### src/rtl/btlv_pkg.sv
// shared constants and types for the ber tlv header parser
// no dependencies; imported by ber_tlv_header_parser_top
package btlv_pkg;

  localparam int unsigned DefMaxTagBytes = 4;
  localparam int unsigned TagW           = 32;
  localparam int unsigned LenW           = 32;
  localparam int unsigned ByteW          = 8;
  localparam int unsigned KindW          = 2;
  localparam int unsigned PhaseW         = 3;
  localparam int unsigned CntW           = 3;
  localparam int unsigned OutDataW       = TagW + LenW + ByteW;

  // parser phase codes
  localparam logic [PhaseW-1:0] PH_TAG_FIRST = 3'd0;
  localparam logic [PhaseW-1:0] PH_TAG_MORE  = 3'd1;
  localparam logic [PhaseW-1:0] PH_LEN_FIRST = 3'd2;
  localparam logic [PhaseW-1:0] PH_LEN_MORE  = 3'd3;
  localparam logic [PhaseW-1:0] PH_CONTENT   = 3'd4;
  localparam logic [PhaseW-1:0] PH_ERROR     = 3'd5;

  // result kinds
  localparam logic [KindW-1:0] K_HEADER  = 2'd0;
  localparam logic [KindW-1:0] K_CONTENT = 2'd1;
  localparam logic [KindW-1:0] K_ERROR   = 2'd2;

  // bit masks of the encoding
  localparam logic [ByteW-1:0] TAG_LOW_MASK = 8'h1f;
  localparam logic [ByteW-1:0] LOW7_MASK    = 8'h7f;
  localparam logic [ByteW-1:0] MSB_MASK     = 8'h80;

  localparam logic [CntW-1:0] MAX_LEN_RESET = 3'd4;
  localparam logic [CntW-1:0] MAX_LEN_CAP   = 3'd4;

  typedef struct packed {
    logic [KindW-1:0] kind;
    logic [TagW-1:0]  tag_value;
    logic [LenW-1:0]  length_value;
    logic [ByteW-1:0] content_byte;
    logic             last_of_record;
  } result_t;

endpackage

### src/rtl/ber_tlv_header_parser_top.sv
// ber tlv header parser: one encoded byte per request, emits header,
// content and error results; depends on btlv_pkg
//
// output: a result appears on the out channel in the cycle after the byte
// that causes it is accepted
// throughput: one byte per cycle while the output is not held; the single
// result register frees up in the same cycle its result is taken, so the
// input never stalls on a draining output
// reset: rst_n synchronous active low; parser returns to the first tag byte,
// error cleared, max_length_octets back to 4, output register empty
module ber_tlv_header_parser_top #(
  parameter int unsigned MAX_TAG_BYTES = btlv_pkg::DefMaxTagBytes
) (
  input  logic                          clk,
  input  logic                          rst_n,
  // byte stream in
  input  logic                          in_tvalid,
  output logic                          in_tready,
  input  logic [btlv_pkg::ByteW-1:0]    in_tdata,   // [7:0] data_byte
  input  logic                          in_tuser,   // [0] start_of_record
  // results out
  output logic                          out_tvalid,
  input  logic                          out_tready,
  output logic [btlv_pkg::OutDataW-1:0] out_tdata,  // [31:0] tag_value,
                                                    // [63:32] length_value,
                                                    // [71:64] content_byte
  output logic [btlv_pkg::KindW-1:0]    out_tuser,  // [1:0] kind
  output logic                          out_tlast,  // last_of_record
  // configuration
  input  logic                          cfg_valid,
  output logic                          cfg_ready,
  input  logic [btlv_pkg::CntW-1:0]     cfg_data    // max_length_octets
);

  import btlv_pkg::*;

  localparam logic [CntW-1:0] MaxTagCnt = CntW'(MAX_TAG_BYTES);

  // parser state
  logic [PhaseW-1:0] phase_r, phase_nxt;
  logic [TagW-1:0]   tag_acc_r, tag_acc_nxt;
  logic [CntW-1:0]   tag_cnt_r, tag_cnt_nxt;
  logic [LenW-1:0]   len_acc_r, len_acc_nxt;
  logic [CntW-1:0]   len_left_r, len_left_nxt;
  logic [LenW-1:0]   content_left_r, content_left_nxt;
  logic [CntW-1:0]   max_len_r;

  // result register
  logic              out_valid_r;
  result_t           res_r, res_nxt;
  logic              res_fire;

  logic              in_acc;
  logic [ByteW-1:0]  b;
  logic [PhaseW-1:0] cur_phase;
  logic [CntW-1:0]   limit;
  logic [ByteW-1:0]  len_cnt;
  logic [LenW-1:0]   hdr_len;
  logic              hdr_go;
  logic [LenW-1:0]   content_dec;

  // accept whenever the result register is empty or drains this cycle
  assign in_tready = !out_valid_r || out_tready;
  assign in_acc    = in_tvalid && in_tready;
  assign cfg_ready = 1'b1;
  assign b         = in_tdata;

  // start of record forces a fresh tag and drops a latched error
  assign cur_phase = in_tuser ? PH_TAG_FIRST : phase_r;

  // clamp the configured length-octet limit to 1..4
  always_comb begin
    if (max_len_r == '0) begin
      limit = CntW'(1);
    end else if (max_len_r > MAX_LEN_CAP) begin
      limit = MAX_LEN_CAP;
    end else begin
      limit = max_len_r;
    end
  end

  assign len_cnt     = b & LOW7_MASK;
  assign content_dec = content_left_r - LenW'(1);

  always_comb begin
    phase_nxt        = phase_r;
    tag_acc_nxt      = tag_acc_r;
    tag_cnt_nxt      = tag_cnt_r;
    len_acc_nxt      = len_acc_r;
    len_left_nxt     = len_left_r;
    content_left_nxt = content_left_r;
    res_fire         = 1'b0;
    res_nxt          = '0;
    hdr_go           = 1'b0;
    hdr_len          = len_acc_r;

    unique case (cur_phase)
      PH_ERROR: begin
        // latched: swallow bytes until start of record
        phase_nxt = PH_ERROR;
      end
      PH_TAG_MORE: begin
        if (tag_cnt_r >= MaxTagCnt ||
            (tag_cnt_r == CntW'(1) && (b & LOW7_MASK) == '0)) begin
          phase_nxt = PH_ERROR;
          res_fire  = 1'b1;
          res_nxt   = '{kind: K_ERROR, tag_value: tag_acc_r, length_value: '0,
                        content_byte: b, last_of_record: 1'b0};
        end else begin
          tag_acc_nxt = {tag_acc_r[TagW-ByteW-1:0], b};
          tag_cnt_nxt = tag_cnt_r + CntW'(1);
          if ((b & MSB_MASK) == '0) begin
            phase_nxt = PH_LEN_FIRST;
          end
        end
      end
      PH_LEN_FIRST: begin
        len_acc_nxt = '0;
        if ((b & MSB_MASK) == '0) begin
          // short form
          hdr_go  = 1'b1;
          hdr_len = LenW'(b);
        end else if (len_cnt == '0) begin
          // 0x80 taken as zero length
          hdr_go  = 1'b1;
          hdr_len = '0;
        end else if (len_cnt > ByteW'(limit)) begin
          phase_nxt = PH_ERROR;
          res_fire  = 1'b1;
          res_nxt   = '{kind: K_ERROR, tag_value: tag_acc_r, length_value: '0,
                        content_byte: b, last_of_record: 1'b0};
        end else begin
          len_left_nxt = len_cnt[CntW-1:0];
          phase_nxt    = PH_LEN_MORE;
        end
      end
      PH_LEN_MORE: begin
        len_acc_nxt  = {len_acc_r[LenW-ByteW-1:0], b};
        len_left_nxt = len_left_r - CntW'(1);
        if (len_left_r == CntW'(1)) begin
          hdr_go  = 1'b1;
          hdr_len = {len_acc_r[LenW-ByteW-1:0], b};
        end
      end
      PH_CONTENT: begin
        content_left_nxt = content_dec;
        res_fire         = 1'b1;
        res_nxt          = '{kind: K_CONTENT, tag_value: tag_acc_r,
                             length_value: len_acc_r, content_byte: b,
                             last_of_record: (content_dec == '0)};
        if (content_dec == '0) begin
          phase_nxt = PH_TAG_FIRST;
        end
      end
      default: begin
        // first tag byte, also covers unused codes
        tag_acc_nxt      = TagW'(b);
        tag_cnt_nxt      = CntW'(1);
        len_acc_nxt      = '0;
        len_left_nxt     = '0;
        content_left_nxt = '0;
        phase_nxt        = ((b & TAG_LOW_MASK) == TAG_LOW_MASK) ? PH_TAG_MORE
                                                                 : PH_LEN_FIRST;
      end
    endcase

    // header complete: zero length closes the record at once
    if (hdr_go) begin
      len_acc_nxt      = hdr_len;
      content_left_nxt = hdr_len;
      len_left_nxt     = '0;
      res_fire         = 1'b1;
      res_nxt          = '{kind: K_HEADER, tag_value: tag_acc_r,
                           length_value: hdr_len, content_byte: '0,
                           last_of_record: (hdr_len == '0)};
      phase_nxt        = (hdr_len == '0) ? PH_TAG_FIRST : PH_CONTENT;
    end
  end

  // state and configuration registers
  always_ff @(posedge clk) begin
    if (!rst_n) begin
      phase_r        <= PH_TAG_FIRST;
      tag_acc_r      <= '0;
      tag_cnt_r      <= '0;
      len_acc_r      <= '0;
      len_left_r     <= '0;
      content_left_r <= '0;
      max_len_r      <= MAX_LEN_RESET;
    end else begin
      if (in_acc) begin
        phase_r        <= phase_nxt;
        tag_acc_r      <= tag_acc_nxt;
        tag_cnt_r      <= tag_cnt_nxt;
        len_acc_r      <= len_acc_nxt;
        len_left_r     <= len_left_nxt;
        content_left_r <= content_left_nxt;
      end
      if (cfg_valid && cfg_ready) begin
        max_len_r <= cfg_data;
      end
    end
  end

  // result register: control reset, payload free running
  always_ff @(posedge clk) begin
    if (!rst_n) begin
      out_valid_r <= 1'b0;
    end else if (in_acc) begin
      out_valid_r <= res_fire;
    end else if (out_tready) begin
      out_valid_r <= 1'b0;
    end
  end

  always_ff @(posedge clk) begin
    if (in_acc && res_fire) begin
      res_r <= res_nxt;
    end
  end

  assign out_tvalid = out_valid_r;
  assign out_tuser  = res_r.kind;
  assign out_tdata  = {res_r.content_byte, res_r.length_value, res_r.tag_value};
  assign out_tlast  = res_r.last_of_record;

  // error results carry no length and never close a record
  a_err_shape: assert property (@(posedge clk) disable iff (!rst_n)
    (out_tvalid && out_tuser == K_ERROR) |-> (out_tdata[63:32] == '0 && !out_tlast))
    else $error("error result with length or last set");

  // a header flagged last must have zero length
  a_hdr_last: assert property (@(posedge clk) disable iff (!rst_n)
    (out_tvalid && out_tuser == K_HEADER && out_tlast) |-> (out_tdata[63:32] == '0))
    else $error("last header with nonzero length");

  // bytes during a latched error produce nothing
  a_err_quiet: assert property (@(posedge clk) disable iff (!rst_n)
    (in_acc && !in_tuser && phase_r == PH_ERROR) |=> !out_tvalid)
    else $error("result emitted while error latched");

  // the final content byte is flagged last
  a_content_last: assert property (@(posedge clk) disable iff (!rst_n)
    (in_acc && !in_tuser && phase_r == PH_CONTENT && content_left_r == LenW'(1))
      |=> (out_tvalid && out_tlast && out_tuser == K_CONTENT))
    else $error("final content byte not flagged last");

endmodule

### config.mk
export PLATFORM = sky130hd
export DESIGN_NAME = ber_tlv_header_parser_top
export DESIGN_NICKNAME = d
export VERILOG_FILES = /design/src/rtl/btlv_pkg.sv /design/src/rtl/ber_tlv_header_parser_top.sv
export SDC_FILE = /design/constraint.sdc
export NUM_CORES = 1
export LEC_CHECK = 0
export BUFFER_PORTS_ARGS = -buffer_cell sky130_fd_sc_hd__clkbuf_2
export CAP_MARGIN = 20
export CORE_AREA = 3 3 132 134
export CTS_BUF_LIST = sky130_fd_sc_hd__clkbuf_4 sky130_fd_sc_hd__clkbuf_8
export CTS_CLUSTER_DIAMETER = 60
export DETAILED_ROUTE_END_ITERATION = 16
export DIE_AREA = 0 0 135 137
export GPL_TIMING_DRIVEN = 0
export PLACE_DENSITY = 0.73
export SETUP_SLACK_MARGIN = 0.2
export SYNTH_ARGS = -nofsm -noshare
export SYNTH_HDL_FRONTEND = slang
export SYNTH_SLANG_ARGS = --single-unit
### constraint.sdc
create_clock -name clk -period 7.4 [get_ports clk]
set_input_delay 0.74 -clock clk [delete_from_list [all_inputs] [get_ports clk]]
set_output_delay 0.74 -clock clk [all_outputs]
set_load 0.005 [all_outputs]
==> results, run 1 <==
- Compared with the post-synthesis result, the final layout area differs by 13.0%.
- The core region is between 15,000 and 20,000 sq um.
- Summing every instance area after synthesis gives approximately 8700 sq um.
- For this run, the leading register cell type out of synthesis is sky130_fd_sc_hd__dfxtp_1.
- The number of warning messages in the yosys log is 0.
- The average detailed-routed wire length per instance is between 15 and 20 um.
- After filler insertion, the fill cell instance count of the layout stands at around 1,400.
- TritonCTS built the clock tree.
- Walking the worst path, the cells encountered are clkbuf_2 > or4_1 > nor4_1 > nor2b_1 > a221oi_1 > clkbuf_1 > buf_2 > o21ai_0 > nor2_1.
- The library cell contributing the largest single delay on the critical path is sky130_fd_sc_hd__a221oi_1.
- Setup violations remaining at the end of the flow were counted as 0.
- The critical setup path kind is input port to register.
- Of all flip-flops after synthesis, the portion carrying an async set or reset was 0.
- The power density relative to cell area is around 210 nW/um^2.
- In this run, synthesis inferred between 70 and 80 flip-flops with an integrated enable.
- The maximum clock insertion buffer count is 2.
- The worst hold path depth is 2.
- The die is 137 um tall.
- The total number of cells along the worst setup path is 9.
- The worst-case headroom to the max-slew limit is 0.167.
- In this run, the number of DRC markers left after iteration 0 of detailed routing was between 700 and 800.
- The worst setup path is launched from an input port.
- The core occupancy in the finished layout is 0.597.
- The all-layer global routing usage is 0.259.
- The number of buffers added on ports is roughly 90.
- The total iterations of the first detailed-routing run is 5.
- The die width is approximately 140 um.
- The number of H-tree levels is 4.
- The smallest clock period supported by the final layout is computed as between 4000 and 5000 ps.
- For this design, the sink count on the clock tree is roughly 180.
- The worst-case IR drop observed on VDD is 104 uV.
- The net count of the finished layout is around 1,000.
- The tree is rooted in a sky130_fd_sc_hd__clkbuf_8.
- The clock reaches the later pin of the worst-skew pair after between 400 and 500 ps.
- Together, buffers and inverters on the worst path number 3.
- The total via count in the routed design is ~7,400.
- Across the run, the number of max-cap violations was 0.
- The share of layout cells above drive strength 1 is 0.140.
- The final-report hold violation count is 0.
- STA classifies the critical path endpoint as a register.
- At the pin with the least slew margin, the transition time is 1250 ps.
- The worst clock skew is 9.40 ps.
- For the worst setup path, the data required time is between 7000 and 8000 ps.
- The die covers roughly 18,000 sq um.
- Using the TritonRoute via totals, the vias-per-cell ratio works out to approximately 6.
- The number of hold buffers added after CTS was 0.
- The number of top-level design ports is 95.
- The endpoint arrival time on the critical path is 4530 ps.
- The first-pass GRT wire length is approximately 37 mm.
- The number of inserted diodes is 0.
- The count of unique library cells instantiated by Yosys is 65.
- The total negative setup slack is 0 ps.
- The final routed DRC violation total is 0.
- The run finished with clean final reports.
- After synthesis, the mean cell area works out to 9.64 sq um.
- The site row count is between 40 and 50.
- Detailed placement ended at an HPWL of 17.2 mm.
- The dominant delay contributor by cell family on the critical path is simple AND/OR/NAND/NOR gates.
- The number of setup buffers added after CTS is 0.
- Of the available clock period, the critical path in the final layout requires 0.554.
- Static timing analysis puts the maximum clock frequency at 244 MHz.
- The detail route stage leaves a number of antenna-violating nets equal to 0.
- After clock tree synthesis, the repair step resized 0 gates.
- The number of cell instances on the worst register-to-register path is 12.
- The classification of the worst-slack hold path is register to register.
- The highest net fanout along the worst path is 10.
- The register clock-pin slew on the reported worst setup and hold paths is roughly 100 ps.
- The total global routing overflow is 0.
- Counting flops and latches in the post-synthesis netlist gives around 180.
- The part of the Yosys area used for sequential elements is 0.512.
- The total nets after synthesis is approximately 930.
- The initial antenna violation count is 0.
- For this run, the slowest stage of the critical path takes 1080 ps.
- Entering global routing, the biggest net connects 76 pins.
- Counting the buffers created by CTS gives 17.
- The congestion estimate from routability-driven global placement came to between 0.9 and 1.
- Setup repair after global routing left no endpoint under its margin.
- The analysis attributes to cell leakage a power of roughly 3.7 nW.
- The routed design has roughly 24 mm of wire.
- The initial utilization of the core area, before any placement, comes to 0.528.
- The final count of pins violating max slew is 0.
- The via count of the first global-routing pass is around 6,800.
- In the synthesized netlist, the number of instances is 899.
[cells in the mapped netlist, types with 17 or more instances]
master	n	share of area
sky130_fd_sc_hd__dfxtp_1	109	0.25
sky130_fd_sc_hd__nand2_1	109	0.047
sky130_fd_sc_hd__edfxtp_1	75	0.26
sky130_fd_sc_hd__nor2b_1	75	0.054
sky130_fd_sc_hd__a22oi_1	60	0.052
sky130_fd_sc_hd__clkbuf_1	54	0.023
sky130_fd_sc_hd__o21ai_0	50	0.029
sky130_fd_sc_hd__nor2_1	46	0.020
sky130_fd_sc_hd__and2_1	40	0.029
sky130_fd_sc_hd__a21boi_0	22	0.019
sky130_fd_sc_hd__a21oi_1	22	0.013
sky130_fd_sc_hd__nand3_1	20	0.012
sky130_fd_sc_hd__a22o_1	18	0.018
sky130_fd_sc_hd__nor3_1	17	0.0098
[flip-flops by register name, summed over array words and instances (netlist names)]
| signal | count |
|---|---|
| out_tlast | 1 |
| max_len_r | 3 |
| phase_r | 3 |
| tag_cnt_r | 3 |
| len_left_r | 3 |
| out_tdata | 72 |
| len_acc_r | 32 |
| content_left_r | 32 |
| out_tuser | 2 |
| tag_acc_r | 32 |
| out_tvalid | 1 |
[worst register-to-register path, stage by stage (launching register included)]
cell                      delay [ps]
sky130_fd_sc_hd__dfxtp_1         390
sky130_fd_sc_hd__inv_1           110
sky130_fd_sc_hd__ha_1            160
sky130_fd_sc_hd__or4b_4          460
sky130_fd_sc_hd__buf_6           150
sky130_fd_sc_hd__or4_4           480
sky130_fd_sc_hd__buf_6           160
sky130_fd_sc_hd__or3_4           410
sky130_fd_sc_hd__mux2_4          210
sky130_fd_sc_hd__o22ai_2          80
sky130_fd_sc_hd__nor4_2          470
sky130_fd_sc_hd__nand2_1         120
sky130_fd_sc_hd__nand2_1         150
[placed cells by master, fill, tap and decap left out, types with 5 or more instances in the layout]
cell type | netlist | layout
sky130_fd_sc_hd__a21oi_1 | 22 | 22
sky130_fd_sc_hd__ha_1 | 10 | 10
sky130_fd_sc_hd__nor2_1 | 46 | 46
sky130_fd_sc_hd__a221oi_1 | 8 | 8
sky130_fd_sc_hd__nand3_1 | 20 | 20
sky130_fd_sc_hd__nand4_1 | 6 | 6
sky130_fd_sc_hd__or3_1 | 7 | 7
sky130_fd_sc_hd__inv_8 | 0 | 6
sky130_fd_sc_hd__nand2b_1 | 5 | 5
sky130_fd_sc_hd__a21boi_0 | 22 | 22
sky130_fd_sc_hd__xor2_1 | 8 | 8
sky130_fd_sc_hd__o41ai_1 | 7 | 7
sky130_fd_sc_hd__nand3b_1 | 5 | 5
sky130_fd_sc_hd__nor3b_1 | 6 | 6
sky130_fd_sc_hd__clkbuf_8 | 0 | 17
sky130_fd_sc_hd__nor4_1 | 12 | 12
sky130_fd_sc_hd__clkbuf_1 | 54 | 54
sky130_fd_sc_hd__o21ai_0 | 50 | 50
sky130_fd_sc_hd__o31ai_1 | 6 | 6
sky130_fd_sc_hd__dfxtp_1 | 109 | 109
sky130_fd_sc_hd__nor2b_1 | 75 | 75
sky130_fd_sc_hd__edfxtp_1 | 75 | 75
sky130_fd_sc_hd__a22o_1 | 18 | 18
sky130_fd_sc_hd__buf_1 | 5 | 5
sky130_fd_sc_hd__and2_1 | 40 | 40
sky130_fd_sc_hd__a32oi_1 | 7 | 7
sky130_fd_sc_hd__clkbuf_2 | 0 | 91
sky130_fd_sc_hd__a22oi_1 | 60 | 60
sky130_fd_sc_hd__inv_1 | 14 | 13
sky130_fd_sc_hd__nor3_1 | 17 | 17
sky130_fd_sc_hd__nand2_1 | 109 | 109
sky130_fd_sc_hd__or4_1 | 9 | 9
[kinds of logic (layout without fill, tap and decap cells)]
kind of cell / count (synthesis) / count (layout) / share of synthesized area
simple gates: 372 / 372 / 0.226
fa+ha+maj: 10 / 10 / 0.0144
xor+xnor: 12 / 12 / 0.0121
compound gates: 234 / 234 / 0.190
mux: 4 / 4 / 0.00520
other cells: 1 / 1 / 0.000433
flops: 184 / 184 / 0.512
buf+inv: 82 / 206 / 0.0403
[final cells by class]
cell class / count / area (sq um) / share of cell area
flip-flops and latches: 184 / 4430 / 0.453
multi-input cells: 633 / 3880 / 0.396
repair buffers: 92 / 460 / 0.0470
plain buffers: 68 / 297 / 0.0303
well taps: 220 / 275 / 0.0281
clock buffers: 17 / 234 / 0.0239
clock inverters: 15 / 159 / 0.0162
inverters: 14 / 55.1 / 0.00562
[path summary, 6_finish.rpt]
| path | endpoint | start | slack, ps |
|---|---|---|---|
| max | content_left_r[16] | in_tdata[3] | 3300 |
| min | tag_acc_r[25] | tag_acc_r[25] | 470 |
| max reg2reg | out_tlast | content_left_r[0] | 3900 |
| min reg2reg | tag_acc_r[25] | tag_acc_r[25] | 470 |
[layer usage]
metal / share of wire / wire, um / global-route usage / vias to the layer above
met5: 0 / 0 / 0 / -
met4: 0.036 / 846 / 0.116 / 0
met3: 0.077 / 1840 / 0.0438 / 73
met2: 0.48 / 11500 / 0.435 / 371
met1: 0.40 / 9640 / 0.331 / 3468
li1: - / - / - / 3499
[through the flow]
stage | hold WS (ps) | power (W) | instances | setup slack, ps | cell area [sq um]
floorplan | 436 | 0.00130 | 899 | 3170 | 8670
global placement | 448 | 0.00138 | 1210 | 1830 | 9400
detailed placement | 455 | 0.00138 | 1211 | 2910 | 9410
CTS | 474 | 0.00205 | 1243 | 3420 | 9800
global route | 492 | 0.00213 | 1243 | 3090 | 9800
finish | 468 | 0.00204 | 1243 | 3300 | 9800
[where the power goes]
part / switching, W / internal, W
clock network: 0.000396 / 0.000281
logic: 0.000175 / 0.0000958
registers: 0.0000155 / 0.00108
(Power assumes the default switching activity.)
==> run 2: changes to the inputs <==
--- a/config.mk
+++ b/config.mk
@@ -5,15 +5,16 @@
 export SDC_FILE = /design/constraint.sdc
 export NUM_CORES = 1
 export LEC_CHECK = 0
+export ABC_AREA = 1
 export BUFFER_PORTS_ARGS = -buffer_cell sky130_fd_sc_hd__clkbuf_2
 export CAP_MARGIN = 20
-export CORE_AREA = 3 3 132 134
+export CORE_AREA = 3 3 137 139
 export CTS_BUF_LIST = sky130_fd_sc_hd__clkbuf_4 sky130_fd_sc_hd__clkbuf_8
 export CTS_CLUSTER_DIAMETER = 60
 export DETAILED_ROUTE_END_ITERATION = 16
-export DIE_AREA = 0 0 135 137
+export DIE_AREA = 0 0 140 142
 export GPL_TIMING_DRIVEN = 0
-export PLACE_DENSITY = 0.73
+export PLACE_DENSITY = 0.72
 export SETUP_SLACK_MARGIN = 0.2
 export SYNTH_ARGS = -nofsm -noshare
 export SYNTH_HDL_FRONTEND = slang
==> constraint.sdc (replaced) <==
create_clock -name clk -period 4.11 [get_ports clk]
set_input_delay 0.411 -clock clk [delete_from_list [all_inputs] [get_ports clk]]
set_output_delay 0.411 -clock clk [all_outputs]
set_load 0.005 [all_outputs]
==> results, run 2 <==
- The sort of element at the start of the critical path is a register (was input port).
- The count of unique library cells instantiated by Yosys was 43 (was 65).
- Commonest cells after routing, fill and taps aside: 242 x sky130_fd_sc_hd__nand2_1, 193 x sky130_fd_sc_hd__nor2_1, 127 x sky130_fd_sc_hd__inv_1 (was 109 x sky130_fd_sc_hd__nand2_1, 109 x sky130_fd_sc_hd__dfxtp_1, 91 x sky130_fd_sc_hd__clkbuf_2).
- The layout filler cell count is 1,664 (was 1,422).
- The final RePlAce weighted congestion is 0.994 (was 0.931).
- The final instance area was 10,600 sq um (was 9800 sq um).
- The aggregate routed wire length was 27.6 mm (was 23.8 mm).
- Most frequent cells after synthesis: 242 x sky130_fd_sc_hd__nand2_1, 193 x sky130_fd_sc_hd__nor2_1, 128 x sky130_fd_sc_hd__inv_1, 111 x sky130_fd_sc_hd__a21oi_1, 109 x sky130_fd_sc_hd__dfxtp_1 (was 109 x sky130_fd_sc_hd__dfxtp_1, 109 x sky130_fd_sc_hd__nand2_1, 75 x sky130_fd_sc_hd__edfxtp_1, 75 x sky130_fd_sc_hd__nor2b_1, 60 x sky130_fd_sc_hd__a22oi_1).
- The critical setup path kind was register to register (was input port to register).
- The total power after layout is 0.00444 W (was 0.00204 W).
- The actual transition at the worst max-transition pin is 927 ps (was 1250 ps).
- The worst hold path depth is 3 (was 2).
- The final routed DRC violation total came to 0 (unchanged).
- The via count of the first global-routing pass is 7,901 (was 6,764).
- The number of H-tree levels came to 4 (unchanged).
- The height of the chip is 142 um (was 137 um).
- The post-CTS resize count is 0 (unchanged).
- The first-pass GRT wire length is 43.0 mm (was 37.1 mm).
- Setup repair after global routing missed its margin: false (unchanged).
- The initial core utilization is 0.525 (was 0.528).
- The cell type contributing the most total cell area after synthesis is sky130_fd_sc_hd__edfxtp_1 (unchanged).
- The register clock-pin slew on the reported worst setup and hold paths was 120 ps (was 100 ps).
- The maximum clock insertion buffer count is 2 (unchanged).
- The number of buffers added on ports is 93 (was 91).
- The setup violation total in the final timing report is 0 (unchanged).
- The total via count in the routed design is 8,826 (was 7,411).
- The sort of element at the end of the critical path is a register (unchanged).
- The area of the die came to 19,900 sq um (was 18,500 sq um).
- The flip-flop count of the largest register, all copies and words added is 72 (unchanged).
- The number of buffers inserted during clock tree synthesis came to 17 (unchanged).
- The half-perimeter wire length after placement is 20.6 mm (was 17.2 mm).
- The flip-flop and latch count after synthesis came to 184 (unchanged).
- The number of top-level design ports is 95 (unchanged).
- The power density relative to cell area is 421 nW/um^2 (was 208 nW/um^2).
- The number of nets still failing antenna checks after routing came to 0 (unchanged).
- The part of the Yosys area used for sequential elements was 0.475 (was 0.512).
- The peak supply drop was 244 uV (was 104 uV).
- The per-cell via count in the routed design is 5.61 (was 5.96).
- The worst clock skew is 20.5 ps (was 9.40 ps).
- In the finished design, the share of the clock period the worst path needs comes to 0.702.
- The count of routing violations after the opening detailed-route iteration is 1,076 (was 754).
- The share of layout cells above drive strength 1 was 0.140 (about the same).
- Area contributors post-synth: sky130_fd_sc_hd__edfxtp_1 24%, sky130_fd_sc_hd__dfxtp_1 23%, sky130_fd_sc_hd__nand2_1 9.7% (was sky130_fd_sc_hd__edfxtp_1 26%, sky130_fd_sc_hd__dfxtp_1 25%, sky130_fd_sc_hd__nor2b_1 5.4%).
- The area added between synthesis and finish is 13.0% (about the same).
- The all-layer global routing usage came to 0.276 (was 0.259).
- The number of cell instances on the worst register-to-register path is 11 (was 12).
- The static power due to leakage was 4.40 nW (was 3.69 nW).
- The initial antenna violation count is 0 (unchanged).
- The required arrival time at the worst endpoint is 4250 ps (was 7830 ps).
- The predominant post-synthesis flop cell is sky130_fd_sc_hd__dfxtp_1 (unchanged).
- The number of inserted diodes is 0 (unchanged).
- Run status: complete, no violations (unchanged).
- The maximum clock frequency is between 300 and 400 MHz.
- The endpoint arrival time on the critical path is 3020 ps (was 4530 ps).
- The area of the mapped netlist was 9340 sq um (was 8670 sq um).
- The time the final worst path needs with I/O delays and setup is between 2000 and 3000 ps.
- The CTS tree is done (unchanged).
- The core outline area is 17,800 sq um (was 16,400 sq um).
- The number of max-capacitance violations reported came to 0 (unchanged).
- The total global routing overflow was 0 (unchanged).
- The average instance area after synthesis is 7.66 sq um (was 9.64 sq um).
- The final worst-path setup slack is 1220 ps (was 3300 ps).
- The cell chosen for the clock root is sky130_fd_sc_hd__clkbuf_8 (unchanged).
- The core occupancy in the finished layout is 0.593 (was 0.597).
- In the post-synthesis netlist, the cell with the most instances is sky130_fd_sc_hd__nand2_1.
- The maximum number of pins on one net before global-route repair was 76 (unchanged).
- The worst-case headroom to the max-slew limit is 0.382 (was 0.167).
- The average detailed-routed wire length per instance is 17.6 um (was 19.2 um).
- The most common library cell in the layout ignoring fill and taps is sky130_fd_sc_hd__nand2_1.
- The classification of the worst-slack hold path is input port to register (was register to register).
- The number of warning messages in the yosys log was 0 (unchanged).
- The count of flip-flops with a built-in enable after synthesis is 75 (unchanged).
- The clock latency on the worst-skew pair is 510 ps (was 480 ps).
- The area share of the largest cell type after synthesis was 0.241 (was 0.260).
- The TritonCTS sink count is 184 (unchanged).
- The final count of pins violating max slew came to 0 (unchanged).
- The fraction of synthesis flops using an asynchronous set or reset pin came to 0 (unchanged).
- The highest net fanout along the worst path is 75 (was 10).
- The site row count is 49 (was 47).
- The number of setup buffers added after CTS came to 0 (unchanged).
- The die width came to 140 um (was 135 um).
- The worst-case setup slack after placement is 1050 ps (was 2910 ps).
- The placement-stage cell area is 10,100 sq um (was 9410 sq um).
- The cell count after synthesis is 1,218 (was 899).
- The total iterations of the first detailed-routing run is 6 (was 5).
- The final-report hold violation count came to 0 (unchanged).
- The number of buffers added to fix hold violations after cts came to 0 (unchanged).
- The total nets after synthesis is 1,245 (was 926).
- The net count of the finished layout came to 1,357 (was 1,037).
run 2: cell count changes after synthesis, sizes merged, moves of 29 or more:
cell,delta
nor2b,-75
inv,+125
nor2,+161
a22oi,-45
a211oi,+29
and2,-40
a21oi,+90
o21ai,+43
nand2,+141
run 2: cell families after synthesis:
group,Yosys count,synth area share
XOR/XNOR,12,0.0121
adder cells (fa/ha/maj),10,0.0134
flip-flops,184,0.475
other,1,0.000402
AO/OA/AOI/OAI,289,0.178
AND/OR/NAND/NOR,530,0.239
buffers and inverters,192,0.0824
run 2: layout make-up:
cell class	count	area, sq um	share of cell area
Sequential cell	184	4430	0.420
Inverter	141	532	0.0504
Multi-Input combinational cell	842	4130	0.392
Timing Repair Buffer	93	465	0.0441
Clock buffer	17	234	0.0222
Clock inverter	15	228	0.0216
Tap cell	229	287	0.0272
Buffer	51	240	0.0228
run 2: layer usage:
layer  routed length, um  up-vias  track usage
met5                   0        -            0
met1               12200     4092        0.388
li1                    -     4282            -
met3                2300       62       0.0558
met2               12300      390        0.427
met4                 866        0       0.0994
run 2: worst max-delay path: stages, from the launching register on:
cell                      delay, ps
sky130_fd_sc_hd__dfxtp_1        340
sky130_fd_sc_hd__nor2_1         140
sky130_fd_sc_hd__nand2_1        120
sky130_fd_sc_hd__nor2_1         450
sky130_fd_sc_hd__inv_1          120
sky130_fd_sc_hd__a21oi_1        140
sky130_fd_sc_hd__inv_1           70
sky130_fd_sc_hd__nand2_1         80
sky130_fd_sc_hd__nor2_1         130
sky130_fd_sc_hd__nand2_1        100
sky130_fd_sc_hd__nand2_1        100
sky130_fd_sc_hd__inv_4          660
run 2: power by group:
group	internal (W)	switching [W]	leakage, nW
clock	0.000504	0.000851	0.225
sequential	0.00204	0.000102	1.55
combinational	0.000291	0.000650	2.63
total	0.00283	0.00160	4.40
run 2: through the flow:
stage	hold slack (ps)	cells	TNS (ps)
after floorplan	430	1218	0
after global placement	452	1540	-16650
after detailed placement	456	1540	0
after CTS	125	1572	0
after global routing	132	1572	0
final	134	1572	0
run 2: worst paths after layout:
path | slack, ps | to | start
setup / recovery | 1220 | out_tdata[42] | phase_r[1]
hold / removal | 130 | max_len_r[1] | cfg_data[1]
setup reg to reg | 1220 | out_tdata[42] | phase_r[1]
hold reg to reg | 480 | max_len_r[0] | max_len_r[0]
